**config.mk**
```make
export PLATFORM = sky130hd
export DESIGN_NAME = scan_elevator_car_controller_flat
export DESIGN_NICKNAME = d
export VERILOG_FILES = /design/src/rtl/secc_pkg.sv /design/src/rtl/secc_req_if.sv /design/src/rtl/secc_rsp_if.sv /design/src/rtl/scan_elevator_car_controller.sv /design/src/flat_wrapper.sv
export SDC_FILE = /design/constraint.sdc
export NUM_CORES = 1
export LEC_CHECK = 0
export BUFFER_PORTS_ARGS = -buffer_cell sky130_fd_sc_hd__clkbuf_2
export CORE_ASPECT_RATIO = 1.2
export CORE_MARGIN = 2
export CORE_UTILIZATION = 65
export DETAILED_ROUTE_END_ITERATION = 12
export GPL_TIMING_DRIVEN = 0
export PLACE_DENSITY = 0.87
export SETUP_SLACK_MARGIN = 0.4
export SLEW_MARGIN = 20
export SYNTH_ARGS = -nofsm -noshare
export SYNTH_HDL_FRONTEND = slang
export SYNTH_SLANG_ARGS = --single-unit
export TNS_END_PERCENT = 10
```
**constraint.sdc**
```tcl
create_clock -name clock -period 15.4 [get_ports clock]
set_input_delay 2.31 -clock clock [delete_from_list [all_inputs] [get_ports clock]]
set_output_delay 2.31 -clock clock [all_outputs]
set_load 0.05 [all_outputs]
```
**src/rtl/secc_pkg.sv**
```systemverilog
// Shared types and codes for the SCAN elevator car controller.
package secc_pkg;

   // Fixed field widths of the request and response items
   localparam int OP_W          = 3;
   localparam int REQ_FLOOR_W   = 5;
   localparam int OUT_FLOOR_W   = 5;
   localparam int MODE_W        = 2;
   localparam int DIR_W         = 2;
   localparam int OUT_MAP_W     = 16;
   localparam int OUT_COUNT_W   = 5;

   typedef logic [OP_W-1:0]   op_type;
   typedef logic [MODE_W-1:0] mode_type;
   typedef logic [DIR_W-1:0]  dir_type;

   // Operation codes
   localparam op_type OP_STEP        = 3'd0;
   localparam op_type OP_REQUEST     = 3'd1;
   localparam op_type OP_EMERG_SET   = 3'd2;
   localparam op_type OP_EMERG_CLEAR = 3'd3;
   localparam op_type OP_MAINT_ENTER = 3'd4;
   localparam op_type OP_MAINT_LEAVE = 3'd5;

   // Car modes
   localparam mode_type MODE_IDLE   = 2'd0;
   localparam mode_type MODE_MOVING = 2'd1;
   localparam mode_type MODE_EMERG  = 2'd2;
   localparam mode_type MODE_MAINT  = 2'd3;

   // Travel directions
   localparam dir_type DIR_STILL = 2'd0;
   localparam dir_type DIR_UP    = 2'd1;
   localparam dir_type DIR_DESC  = 2'd2;

endpackage

```
**src/rtl/secc_req_if.sv**
```systemverilog
// Request channel: operation and requested floor.
interface secc_req_if import secc_pkg::*; ();
   logic                   valid;
   logic                   ready;
   logic [OP_W-1:0]        operation;
   logic [REQ_FLOOR_W-1:0] request_floor;

   modport source (output valid, output operation, output request_floor, input ready);
   modport sink   (input valid, input operation, input request_floor, output ready);
endinterface

```
**src/rtl/secc_rsp_if.sv**
```systemverilog
// Response channel: car status after each item.
interface secc_rsp_if import secc_pkg::*; ();
   logic                   valid;
   logic                   ready;
   logic [OUT_FLOOR_W-1:0] car_floor_now;
   logic [MODE_W-1:0]      car_mode_now;
   logic [DIR_W-1:0]       direction_now;
   logic [OUT_FLOOR_W-1:0] chosen_floor;
   logic                   served;
   logic [OUT_MAP_W-1:0]   pending_map;
   logic [OUT_COUNT_W-1:0] pending_count;

   modport source (output valid, output car_floor_now, output car_mode_now,
                   output direction_now, output chosen_floor, output served,
                   output pending_map, output pending_count, input ready);
   modport sink   (input valid, input car_floor_now, input car_mode_now,
                   input direction_now, input chosen_floor, input served,
                   input pending_map, input pending_count, output ready);
endinterface

```
**src/rtl/scan_elevator_car_controller.sv**
```systemverilog
// SCAN elevator car controller top level: sequencer, floor sweep and car state.
// Step tick (car not halted): scan state, then finish state registers the result;
//   the floor sweep checks one floor per cycle through a single compare unit.
// Other items, and ticks while halted: finish state registers the result directly.
// Finish waits for a free response slot; new items are taken only back in idle.
// Synchronous active-high reset: ground floor, no requests, no direction, idle.
module scan_elevator_car_controller import secc_pkg::*; #(
   parameter int FLOOR_COUNT = 16
) (
   input  logic       clock,
   input  logic       reset,
   secc_req_if.sink   req_chan,
   secc_rsp_if.source rsp_chan
);

   localparam int FLOOR_W = $clog2(FLOOR_COUNT + 1);
   localparam int IDX_W   = $clog2(FLOOR_COUNT);

   typedef enum logic [2:0] {
      ST_IDLE   = 3'b001,
      ST_SCAN   = 3'b010,
      ST_FINISH = 3'b100
   } state_type;

   // Control and car state
   state_type              state_ff, state_in;
   logic [IDX_W-1:0]       idx_ff, idx_in;
   logic [FLOOR_COUNT-1:0] map_ff, map_in;
   logic [FLOOR_W-1:0]     count_ff, count_in;
   logic [FLOOR_W-1:0]     car_ff, car_in;
   dir_type                dir_ff, dir_in;
   mode_type               mode_ff, mode_in;
   logic                   rsp_valid_ff, rsp_valid_in;

   // Latched item and sweep results
   op_type                 op_ff, op_in;
   logic [REQ_FLOOR_W-1:0] rf_ff, rf_in;
   logic [FLOOR_W-1:0]     max_le_ff, max_le_in;
   logic [FLOOR_W-1:0]     min_ge_ff, min_ge_in;

   // Response payload
   logic [FLOOR_W-1:0]     out_car_ff, out_target_ff, out_count_ff;
   logic [FLOOR_W-1:0]     out_target_in;
   mode_type               out_mode_ff;
   dir_type                out_dir_ff;
   logic                   out_served_ff, out_served_in;
   logic [FLOOR_COUNT-1:0] out_map_ff;

   logic                   accept;
   logic                   finish;
   logic                   halted;
   logic [FLOOR_W-1:0]     sweep_floor;
   logic                   sweep_pend;
   logic [FLOOR_W-1:0]     d_lo, d_hi;
   logic [FLOOR_W-1:0]     target;
   logic [FLOOR_W-1:0]     car_m1, next_car, next_car_m1;
   logic [IDX_W+4:0]       rf_m1_ext;
   logic                   rf_ok;

   // Response fields widened before trimming to the fixed widths
   logic [FLOOR_W+OUT_FLOOR_W-1:0]   car_ext, target_ext;
   logic [FLOOR_W+OUT_COUNT_W-1:0]   count_ext;
   logic [FLOOR_COUNT+OUT_MAP_W-1:0] map_ext;

   assign req_chan.ready = (state_ff == ST_IDLE);
   assign accept         = req_chan.valid && req_chan.ready;
   assign finish         = (state_ff == ST_FINISH) && (!rsp_valid_ff || rsp_chan.ready);
   assign halted         = (mode_ff == MODE_EMERG) || (mode_ff == MODE_MAINT);

   // Shared compare unit: one floor per cycle
   assign sweep_floor = FLOOR_W'(idx_ff) + FLOOR_W'(1);
   assign sweep_pend  = map_ff[idx_ff];

   // SCAN target from the sweep: highest pending at or below, lowest at or above
   assign d_lo = car_ff - max_le_ff;
   assign d_hi = min_ge_ff - car_ff;

   always_comb begin
      case (dir_ff)
         DIR_UP:   target = (min_ge_ff != '0) ? min_ge_ff : max_le_ff;
         DIR_DESC: target = (max_le_ff != '0) ? max_le_ff : min_ge_ff;
         default: begin
            if (max_le_ff == '0) begin
               target = min_ge_ff;
            end else if (min_ge_ff == '0) begin
               target = max_le_ff;
            end else begin
               target = (d_lo <= d_hi) ? max_le_ff : min_ge_ff;
            end
         end
      endcase
   end

   assign car_m1      = car_ff - FLOOR_W'(1);
   assign next_car    = (target > car_ff) ? car_ff + FLOOR_W'(1) : car_m1;
   assign next_car_m1 = next_car - FLOOR_W'(1);
   assign rf_m1_ext   = (IDX_W + 5)'(rf_ff) - (IDX_W + 5)'(1);
   assign rf_ok       = (rf_ff != '0) && (32'(rf_ff) <= FLOOR_COUNT);

   // Sequencer and state update
   always_comb begin
      state_in      = state_ff;
      idx_in        = idx_ff;
      map_in        = map_ff;
      count_in      = count_ff;
      car_in        = car_ff;
      dir_in        = dir_ff;
      mode_in       = mode_ff;
      op_in         = op_ff;
      rf_in         = rf_ff;
      max_le_in     = max_le_ff;
      min_ge_in     = min_ge_ff;
      out_target_in = '0;
      out_served_in = 1'b0;
      rsp_valid_in  = rsp_valid_ff && !rsp_chan.ready;

      case (state_ff)
         ST_IDLE: begin
            if (accept) begin
               op_in     = req_chan.operation;
               rf_in     = req_chan.request_floor;
               idx_in    = '0;
               max_le_in = '0;
               min_ge_in = '0;
               if (req_chan.operation == OP_STEP && !halted) begin
                  state_in = ST_SCAN;
               end else begin
                  state_in = ST_FINISH;
               end
            end
         end
         ST_SCAN: begin
            if (sweep_pend && sweep_floor <= car_ff) begin
               max_le_in = sweep_floor;
            end
            if (sweep_pend && sweep_floor >= car_ff && min_ge_ff == '0) begin
               min_ge_in = sweep_floor;
            end
            idx_in = idx_ff + IDX_W'(1);
            if (idx_ff == IDX_W'(FLOOR_COUNT - 1)) begin
               state_in = ST_FINISH;
            end
         end
         ST_FINISH: begin
            if (finish) begin
               state_in     = ST_IDLE;
               rsp_valid_in = 1'b1;
               case (op_ff)
                  OP_STEP: begin
                     if (!halted) begin
                        out_target_in = target;
                        mode_in       = MODE_IDLE;
                        if (target == '0) begin
                           dir_in = DIR_STILL;
                        end else if (target == car_ff) begin
                           map_in[car_m1[IDX_W-1:0]] = 1'b0;
                           count_in      = count_ff - FLOOR_W'(1);
                           out_served_in = 1'b1;
                        end else begin
                           car_in = next_car;
                           dir_in = (target > car_ff) ? DIR_UP : DIR_DESC;
                           if (map_ff[next_car_m1[IDX_W-1:0]]) begin
                              map_in[next_car_m1[IDX_W-1:0]] = 1'b0;
                              count_in      = count_ff - FLOOR_W'(1);
                              out_served_in = 1'b1;
                           end
                        end
                        if (count_in == '0) begin
                           dir_in = DIR_STILL;
                        end
                     end
                  end
                  OP_REQUEST: begin
                     if (rf_ok && !map_ff[rf_m1_ext[IDX_W-1:0]]) begin
                        map_in[rf_m1_ext[IDX_W-1:0]] = 1'b1;
                        count_in = count_ff + FLOOR_W'(1);
                     end
                  end
                  OP_EMERG_SET: mode_in = MODE_EMERG;
                  OP_EMERG_CLEAR: begin
                     if (mode_ff == MODE_EMERG) mode_in = MODE_IDLE;
                  end
                  OP_MAINT_ENTER: begin
                     if (mode_ff != MODE_EMERG) mode_in = MODE_MAINT;
                  end
                  OP_MAINT_LEAVE: begin
                     if (mode_ff == MODE_MAINT) mode_in = MODE_IDLE;
                  end
                  default: ;
               endcase
            end
         end
         default: state_in = ST_IDLE;
      endcase
   end

   // Control and car state registers
   always_ff @(posedge clock) begin
      if (reset) begin
         state_ff     <= ST_IDLE;
         map_ff       <= '0;
         count_ff     <= '0;
         car_ff       <= FLOOR_W'(1);
         dir_ff       <= DIR_STILL;
         mode_ff      <= MODE_IDLE;
         rsp_valid_ff <= 1'b0;
      end else begin
         state_ff     <= state_in;
         map_ff       <= map_in;
         count_ff     <= count_in;
         car_ff       <= car_in;
         dir_ff       <= dir_in;
         mode_ff      <= mode_in;
         rsp_valid_ff <= rsp_valid_in;
      end
   end

   // Item and sweep registers, response payload
   always_ff @(posedge clock) begin
      idx_ff    <= idx_in;
      op_ff     <= op_in;
      rf_ff     <= rf_in;
      max_le_ff <= max_le_in;
      min_ge_ff <= min_ge_in;
      if (finish) begin
         out_car_ff    <= car_in;
         out_mode_ff   <= mode_in;
         out_dir_ff    <= dir_in;
         out_target_ff <= out_target_in;
         out_served_ff <= out_served_in;
         out_map_ff    <= map_in;
         out_count_ff  <= count_in;
      end
   end

   // Response port: fit internal widths to the fixed field widths
   assign car_ext    = {{OUT_FLOOR_W{1'b0}}, out_car_ff};
   assign target_ext = {{OUT_FLOOR_W{1'b0}}, out_target_ff};
   assign count_ext  = {{OUT_COUNT_W{1'b0}}, out_count_ff};
   assign map_ext    = {{OUT_MAP_W{1'b0}}, out_map_ff};

   assign rsp_chan.valid         = rsp_valid_ff;
   assign rsp_chan.car_floor_now = car_ext[OUT_FLOOR_W-1:0];
   assign rsp_chan.car_mode_now  = out_mode_ff;
   assign rsp_chan.direction_now = out_dir_ff;
   assign rsp_chan.chosen_floor  = target_ext[OUT_FLOOR_W-1:0];
   assign rsp_chan.served        = out_served_ff;
   assign rsp_chan.pending_map   = map_ext[OUT_MAP_W-1:0];
   assign rsp_chan.pending_count = count_ext[OUT_COUNT_W-1:0];

endmodule

```
**src/flat_wrapper.sv**
```systemverilog
// flat-port wrapper written by rule: the top's interface ports become plain ports
module scan_elevator_car_controller_flat import secc_pkg::*;
#(
   parameter int FLOOR_COUNT = 16
)
  (clock, reset, req_chan_valid, req_chan_operation, req_chan_request_floor, req_chan_ready, rsp_chan_valid, rsp_chan_car_floor_now, rsp_chan_car_mode_now, rsp_chan_direction_now, rsp_chan_chosen_floor, rsp_chan_served, rsp_chan_pending_map, rsp_chan_pending_count, rsp_chan_ready);
  secc_req_if req_chan_i ();
  secc_rsp_if rsp_chan_i ();
  input  logic clock;
  input  logic reset;
  input wire logic [$bits(req_chan_i.valid)-1:0] req_chan_valid;
  input wire logic [$bits(req_chan_i.operation)-1:0] req_chan_operation;
  input wire logic [$bits(req_chan_i.request_floor)-1:0] req_chan_request_floor;
  output wire logic [$bits(req_chan_i.ready)-1:0] req_chan_ready;
  output wire logic [$bits(rsp_chan_i.valid)-1:0] rsp_chan_valid;
  output wire logic [$bits(rsp_chan_i.car_floor_now)-1:0] rsp_chan_car_floor_now;
  output wire logic [$bits(rsp_chan_i.car_mode_now)-1:0] rsp_chan_car_mode_now;
  output wire logic [$bits(rsp_chan_i.direction_now)-1:0] rsp_chan_direction_now;
  output wire logic [$bits(rsp_chan_i.chosen_floor)-1:0] rsp_chan_chosen_floor;
  output wire logic [$bits(rsp_chan_i.served)-1:0] rsp_chan_served;
  output wire logic [$bits(rsp_chan_i.pending_map)-1:0] rsp_chan_pending_map;
  output wire logic [$bits(rsp_chan_i.pending_count)-1:0] rsp_chan_pending_count;
  input wire logic [$bits(rsp_chan_i.ready)-1:0] rsp_chan_ready;
  assign req_chan_i.valid = req_chan_valid;
  assign req_chan_i.operation = req_chan_operation;
  assign req_chan_i.request_floor = req_chan_request_floor;
  assign req_chan_ready = req_chan_i.ready;
  assign rsp_chan_valid = rsp_chan_i.valid;
  assign rsp_chan_car_floor_now = rsp_chan_i.car_floor_now;
  assign rsp_chan_car_mode_now = rsp_chan_i.car_mode_now;
  assign rsp_chan_direction_now = rsp_chan_i.direction_now;
  assign rsp_chan_chosen_floor = rsp_chan_i.chosen_floor;
  assign rsp_chan_served = rsp_chan_i.served;
  assign rsp_chan_pending_map = rsp_chan_i.pending_map;
  assign rsp_chan_pending_count = rsp_chan_i.pending_count;
  assign rsp_chan_i.ready = rsp_chan_ready;
  scan_elevator_car_controller #(.FLOOR_COUNT(FLOOR_COUNT)) u_core (.clock(clock), .reset(reset), .req_chan(req_chan_i), .rsp_chan(rsp_chan_i));
endmodule
```
==> Word-level counts from Yosys, hierarchy flattened <==
Cells that the tools add are included.
{ "totals": {"register_bits": 92, "inputBits": 12, "out_inout_bits": 38, "elab_cells": 179} }
{ "op_classes": {"addsub": 10, "order_cmp": 12, "eq_ne": 20, "muxes": 76, "bitwise": 7, "reduce_logical": 35} }
{ "op_table": {"columns": ["operator", "count"], "rows": [
  ["two-way mux 5 bit", 26],
  ["two-way mux 16 bit", 7],
  ["case mux 5 bit (2 select lines)", 4],
  ["AND 16 bit", 2],
  ["NOT 16 bit", 2],
  ["case mux 16 bit (2 select lines)", 1],
  ["two-way mux 2 bit", 14],
  ["logical NOT 5 bit", 4],
  ["< comparator 4 x 5 -> 1 bit (second input constant)", 4],
  ["bitwise OR 16 bit", 1],
  ["nonzero test 5 bit", 3],
  ["binary-select mux 1 bit (select 4 bit)", 3],
  ["demux 1 bit (select 4 bit)", 3],
  ["greater-or-equal comparator 4 x 1 -> 1 bit (second input constant)", 3],
  ["logical AND 1 bit", 12],
  ["two-way mux 3 bit", 4],
  ["adder 5 x 1 -> 5 bit (second input constant)", 2],
  ["less-or-equal comparator 5 bit", 2],
  ["two-way mux 1 bit", 10],
  ["case mux 2 bit (5 select lines)", 1],
  ["subtractor 5 x 1 -> 5 bit (second input constant)", 2],
  ["subtractor 5 bit", 2],
  ["equality test 3 x 2 -> 1 bit (second input constant)", 3],
  ["equality test 3 bit (second input constant)", 3],
  ["25 further kinds", 42]
]} }

==> Longest topological paths before layout <==
{ "logic_depth": {"depth_word": 24, "ltp_mapped": 29, "mapped_depth_nobuf": 27} }

==> Worst setup path after synthesis <==
Ideal clock, no wire load.
{ "synth_path": {"path_type": "reg2reg", "start": "register u_core.car_ff[0]", "end": "register u_core.out_count_ff[1] (netlist: u_core.rsp_chan.pending_count[1]), data pin", "setup_time_ns": 0.256, "arrival_ns": 5.838, "required_time_ns": 15.144, "slack_ns": 9.306, "path_stages_with_launch": 28, "n_path_buf": 1, "period_less_slack_ns": 6.094, "path_cell_list": "dfxtp_1 -> buf_2 -> inv_1 -> ha_1 -> inv_1 -> fa_1 -> a21o_1 -> a21oi_1 -> xnor2_1 -> ha_1 -> and4_1 -> a221oi_2 -> nand2b_1 -> a32o_1 -> a2bb2oi_2 -> ha_1 -> a21o_1 -> o21ai_2 -> xnor2_1 -> inv_1 -> ha_1 -> mux4_2 -> a32oi_1 -> o21ai_0 -> a21o_2 -> o21ai_2 -> a21oi_1 -> o22a_1"} }
{ "synth_between": {"elab_chain_cells": 22, "word_cells_on_any_way": 27, "classes_between": "add/sub (5); order compare (2); eq/ne (1); mux (18); reduce/logical (1)"} }
{ "synth_lines": {"columns": ["element", "line_no", "source"], "rows": [
  ["start: declaration", "scan_elevator_car_controller.sv:30", "logic [FLOOR_W-1:0] car_ff, car_in;"],
  ["start signal: assignment", "scan_elevator_car_controller.sv:211", "car_ff <= car_in;"],
  ["subtractor 5 bit (on tied branches)", "scan_elevator_car_controller.sv:75, scan_elevator_car_controller.sv:76", null],
  ["less-or-equal comparator 5 bit (*)", "scan_elevator_car_controller.sv:88", "target = (d_lo <= d_hi) ? max_le_ff : min_ge_ff;"],
  ["two-way mux 5 bit (*)", "scan_elevator_car_controller.sv:88", null],
  ["two-way mux 5 bit (*)", "scan_elevator_car_controller.sv:85", "end else if (min_ge_ff == '0) begin"],
  ["two-way mux 5 bit (*)", "scan_elevator_car_controller.sv:83", "if (max_le_ff == '0) begin"],
  ["case mux 5 bit (2 select lines) (*)", "scan_elevator_car_controller.sv:79", "case (dir_ff)"],
  ["named net u_core.target[4]", "scan_elevator_car_controller.sv:55", "logic [FLOOR_W-1:0] target;"],
  ["> comparator 5 bit", "scan_elevator_car_controller.sv:95", "assign next_car = (target > car_ff) ? car_ff + FLOOR_W'(1) : car_m1;"],
  ["[8 not listed]", null, null],
  ["two-way mux 5 bit (*)", "scan_elevator_car_controller.sv:148", "case (op_ff)"],
  ["two-way mux 5 bit (*)", "scan_elevator_car_controller.sv:145", "if (finish) begin"],
  ["two-way mux 5 bit (*)", "scan_elevator_car_controller.sv:117", "case (state_ff)"],
  ["two-way mux 5 bit (*)", "scan_elevator_car_controller.sv:150", "if (!halted) begin"],
  ["case mux 5 bit (2 select lines) (*)", "scan_elevator_car_controller.sv:148", null],
  ["two-way mux 5 bit (*)", "scan_elevator_car_controller.sv:145", null],
  ["two-way mux 5 bit (*)", "scan_elevator_car_controller.sv:117", null],
  ["named net u_core.count_in[1]", "scan_elevator_car_controller.sv:29", "logic [FLOOR_W-1:0] count_ff, count_in;"],
  ["end signal: assignment", "scan_elevator_car_controller.sv:232", "out_count_ff <= count_in;"],
  ["end: declaration", "scan_elevator_car_controller.sv:42", "logic [FLOOR_W-1:0] out_car_ff, out_target_ff, out_count_ff;"]
]} }
Mark *: on every way through the listed nets, which the timed path passes. The rest lies on a longest branch. The select of a mux whose other input is x is not followed.
A chain may end at the register's enable or synchronous reset.

==> Worst setup path after layout <==
{ "layout_path": {"start": "register u_core.car_ff[0]", "end": "register u_core.out_count_ff[3] (netlist: u_core.rsp_chan.pending_count[3]), data pin"} }
The elaborated chain is that of the path after synthesis.

==> qor_table.md <==
| Stage | Result | Reported |
|:---|:---|:---|
| clock tree | TritonCTS Buffers | 9 |
| synth | Post-synth EDFFs | 58 |
| route | Total wirelength of the detailed-routed design | 16000 um |
| cells and area | Fraction of final layout cells with drive strength greater than 1 | 17.9% |
| critical path | Crit path largest cell delay | 480 ps |
| grt | Wire length of the first global-routing pass | 25500 um |
| sta | Share of the clock period used by the worst path | 48.1% |
| power | Areal power density over the cells | 93.1 mW/mm^2 |
| power | Net switching component of the power | 0.000216 W |
| clock tree | Clock latency of the later-clocked register in the worst-skew pair | 370 ps |
| sta | Relative slew margins | 44.2% |
| die | Count of standard-cell rows | 38 |
| clock tree | Post-CTS clock slew at the launch and capture registers of the worst setup and hold paths | 90 ps |
| placed design | Detailed placement HPWL | 12100 um |
| critical path | Top fanout value on the critical path | 10 |
| sta | Final worst slack | 8000 ps |
| grt | Antenna violations before repair | 0 |
| synth | Cell type contributing the most total cell area after synthesis | sky130_fd_sc_hd__edfxtp_1 |
| cells and area | Total inserted antenna cells | 0 |
| sta | Final worst path period need | 7400 ps |
| power | Clock network fraction of total power | 26.0% |
| power | Total power consumption of the routed design | 0.000631 W |
| critical path | WP depth | 27 |
| cells and area | Net count reported at finish | 745 |
| critical path | Launch point of the worst reg-to-reg path | u_core.car_ff[0]$_SDFF_PP1_ |
| die | Ports placed on the boundary | 50 |
| route | Final antenna-violating net count | 0 |
| die | Die area | 0.0103 sq mm |
| clock tree | Clock tree from TritonCTS | built |
| clock tree | Number of levels the H-tree was split into | 3 |
| run | Max Cap Viol | 0 |
| clock tree | Hold Buf Count CTS | 0 |
| synth | Netlist Area Pre-Place | 0.00616 sq mm |
| grt | Vias in the first global route | 5095 |
| critical path | Kind of critical path | flip-flop to flip-flop |
| critical path | Critical-path top delay cell | sky130_fd_sc_hd__dfxtp_1 |
| critical path | Endpoint arrival time on the critical path | 7540 ps |
| sta | Final count of pins violating max slew | 0 |
| placed design | Port buffer count | 49 |
| synth | Dominant synthesized flop cell | sky130_fd_sc_hd__edfxtp_1 |
| cells and area | Commonest cells after routing, fill and taps aside | sky130_fd_sc_hd__edfxtp_1, sky130_fd_sc_hd__nand2_1, sky130_fd_sc_hd__a21oi_1, sky130_fd_sc_hd__clkbuf_2, sky130_fd_sc_hd__nor2_1 |
| cells and area | Total of fill cells in the finished design | 677 |
| route | Via count | 5418 |
| grt | Maximum number of pins on one net before global-route repair | 35 |
| cells and area | Layout area overhead | 9.99% |
| power | Static leakage power | 2.62 nW |
| cells and area | Most common library cell in the layout ignoring fill and taps | sky130_fd_sc_hd__edfxtp_1 |
| power | Combinational share of power | 29.6% |
| synth | Number of nets produced by synthesis | 684 |
| power | Cell-internal power | 0.000414 W |
| power | Power share of the sequential group | 44.4% |
| sta | Post-Route Hold Slack | 529 ps |
| critical path | R2R depth | 27 |
| critical path | Kind of cell with the highest combined delay on the critical path | compound AO/OA/AOI/OAI gates |
| synth | Fraction of post-synthesis cell area in the top cell type by area | 28.3% |
| synth | Number of library cell types mapped by synthesis | 81 |
| clock tree | Maximum clock path buffer count | 2 |
| placed design | Placer Congestion | 0.901 |
| critical path | Critical path launch point | u_core.car_ff[0]$_SDFF_PP1_ |
| sta | Setup Total Neg Slack | 0 ps |
| sta | Slew at the pin closest to its max-slew limit | 831 ps |
| cells and area | End-of-flow core utilization | 74.2% |
| clock tree | Setup Buffers After CTS | 0 |
| critical path | Crit path required time | 15530 ps |
| clock tree | Clock Root Buffer | sky130_fd_sc_hd__clkbuf_8 |
| power | Peak ir drop on the vdd network | 0.0723 mV |
| synth | Sequential area share after synthesis | 39.3% |
| critical path | Capturing point of the worst reg2reg path | u_core.rsp_chan.pending_count[3]$_DFFE_PP_ |
| route | Count of unresolved DRC violations after routing | 0 |
| synth | FFs w/ async S/R, synth | 0% |
| status | Result of the run | complete, no violations |
| synth | Gate count of the mapped netlist | 632 |
| power | Switch share | 34.3% |
| synth | Mean instance size in the synthesized netlist | 9.75 sq um |
| synth | Synth warn | 0 |
| grt | Congestion Overflow GR | 0 |
| critical path | Register-to-register path setup slack | 8000 ps |
| critical path | Cell type with the highest occurrence count on the critical path | sky130_fd_sc_hd__ha_1 |
| grt | GRT Overall Usage | 31.5% |
| route | 1st-iter DRT viols | 507 |
| clock tree | Number of resized instances in the post-cts repair step | 0 |
| die | Initial cell density of the core | 67.5% |
| route | Wire length per cell | 19.6 um |
| critical path | CP Launch Type | flip-flop |
| sta | Final setup violation count | 0 |
| sta | Final Hold Fails | 0 |
| critical path | CP endpoint | u_core.rsp_chan.pending_count[3]$_DFFE_PP_ |
| die | Die H | 111 um |
| placed design | Setup WS pre-CTS | 8110 ps |
| route | Iteration count of the initial detailed-routing pass | 5 |
| critical path | Type of element capturing the critical path | flip-flop |
| sta | Achievable Freq | 135 MHz |
| sta | Unrepaired setup endpoints after global routing | no |
| route | Per-cell via count in the routed design | 6.62 |
| die | Die span in x | 92.9 um |
| hold path | Worst min-delay path category | flip-flop to flip-flop |
| critical path | Worst Path Buf+Inv | 5 |
| synth | Leading cell types by total area after synthesis | sky130_fd_sc_hd__edfxtp_1, sky130_fd_sc_hd__dfxtp_1, sky130_fd_sc_hd__ha_1, sky130_fd_sc_hd__mux4_2, sky130_fd_sc_hd__a21oi_1 |
| die | Area of the core region | 0.00913 sq mm |
| clock tree | Number of sinks handled by clock tree synthesis | 92 |
| sta | Largest clock skew in the final design | 10.4 ps |
| synth | Synthesized flop and latch total | 92 |
-- cell usage after synthesis, drive strengths merged (5+ instances only) --
library cell / n
o22ai: 8
a31o: 5
inv: 36
mux4: 13
xnor2: 14
and3: 5
or2: 5
a21oi: 51
nor2b: 6
a21o: 7
nand2b: 14
nor4: 5
nand3: 26
nand2: 54
a211oi: 7
nor3: 22
buf: 8
o21a: 9
nor2: 42
edfxtp: 58
clkbuf: 18
nand4: 13
a31oi: 15
mux2i: 5
and2: 23
dfxtp: 34
xor2: 7
ha: 38
o21ai: 23
-- power groups by stage --
stage	logic (W)	registers, W	clock network [W]
final	0.000186	0.000280	0.000164
after global routing	0.000203	0.000281	0.000174
after CTS	0.000183	0.000280	0.000164
after detailed placement	0.000182	0.000285	0
after global placement	0.000176	0.000285	0
after floorplan	0.000136	0.000289	0
-- logic make-up after synthesis --
kind of cell	share of synthesized area, %
simple gates	19.5
flops	39.3
compound gates	19.3
mux	6.30
xor+xnor	2.99
buf+inv	4.18
fa+ha+maj	8.37
-- worst min-delay path by stage --
| stage | from | to | cells after the start |
|---|---|---|---|
| 2_1_floorplan | u_core.dir_ff[1]$_SDFF_PP0_ | u_core.dir_ff[1]$_SDFF_PP0_ | 2 |
| 3_3_place_gp | u_core.dir_ff[1]$_SDFF_PP0_ | u_core.dir_ff[1]$_SDFF_PP0_ | 2 |
| 3_5_place_dp | u_core.dir_ff[1]$_SDFF_PP0_ | u_core.dir_ff[1]$_SDFF_PP0_ | 2 |
| 4_1_cts | u_core.dir_ff[1]$_SDFF_PP0_ | u_core.dir_ff[1]$_SDFF_PP0_ | 2 |
| 5_1_grt | u_core.dir_ff[1]$_SDFF_PP0_ | u_core.dir_ff[1]$_SDFF_PP0_ | 2 |
| 6_report | u_core.dir_ff[1]$_SDFF_PP0_ | u_core.dir_ff[1]$_SDFF_PP0_ | 2 |
-- stage by stage --
| step | cell area [sq um] | std cells |
|---|---|---|
| after CTS | 6780 | 818 |
| after global routing | 6780 | 818 |
| after global placement | 6560 | 801 |
| after detailed placement | 6580 | 802 |
| after floorplan | 6160 | 632 |
| final | 6780 | 818 |
-- final cells by class --
type,instances,area [sq um],area share (%)
plain buffers,26,123,1.81
clock buffers,10,128,1.88
clock inverters,6,66.3,0.979
inverters,36,135,1.99
multi-input cells,478,3490,51.4
flip-flops and latches,92,2420,35.8
well taps,120,150,2.22
repair buffers,50,265,3.92
-- flip-flops by register name, summed over array words and instances (netlist names), 3 cells and up --
name / count
u_core.map_ff: 16
u_core.rsp_chan.pending_map: 16
u_core.car_ff: 5
u_core.count_ff: 5
u_core.max_le_ff: 5
u_core.min_ge_ff: 5
u_core.rf_ff: 5
u_core.rsp_chan.car_floor_now: 5
u_core.rsp_chan.chosen_floor: 5
u_core.rsp_chan.pending_count: 5
u_core.idx_ff: 4
u_core.op_ff: 3
u_core.state_ff: 3
-- layer usage --
layer	track usage (%)	vias to the layer above	share of wire, %
met5	0	-	0
met4	10.6	0	2.9
met3	5.25	43	7.0
met2	52.4	268	49
met1	41.6	2604	41
li1	-	2503	-
-- tightest hold or removal path: stages, from the launching register on --
cell and delay, ps:
sky130_fd_sc_hd__dfxtp_1 350, sky130_fd_sc_hd__nand2_1 80, sky130_fd_sc_hd__a21oi_1 60
No activity file was read; power rests on OpenSTA's default activity.
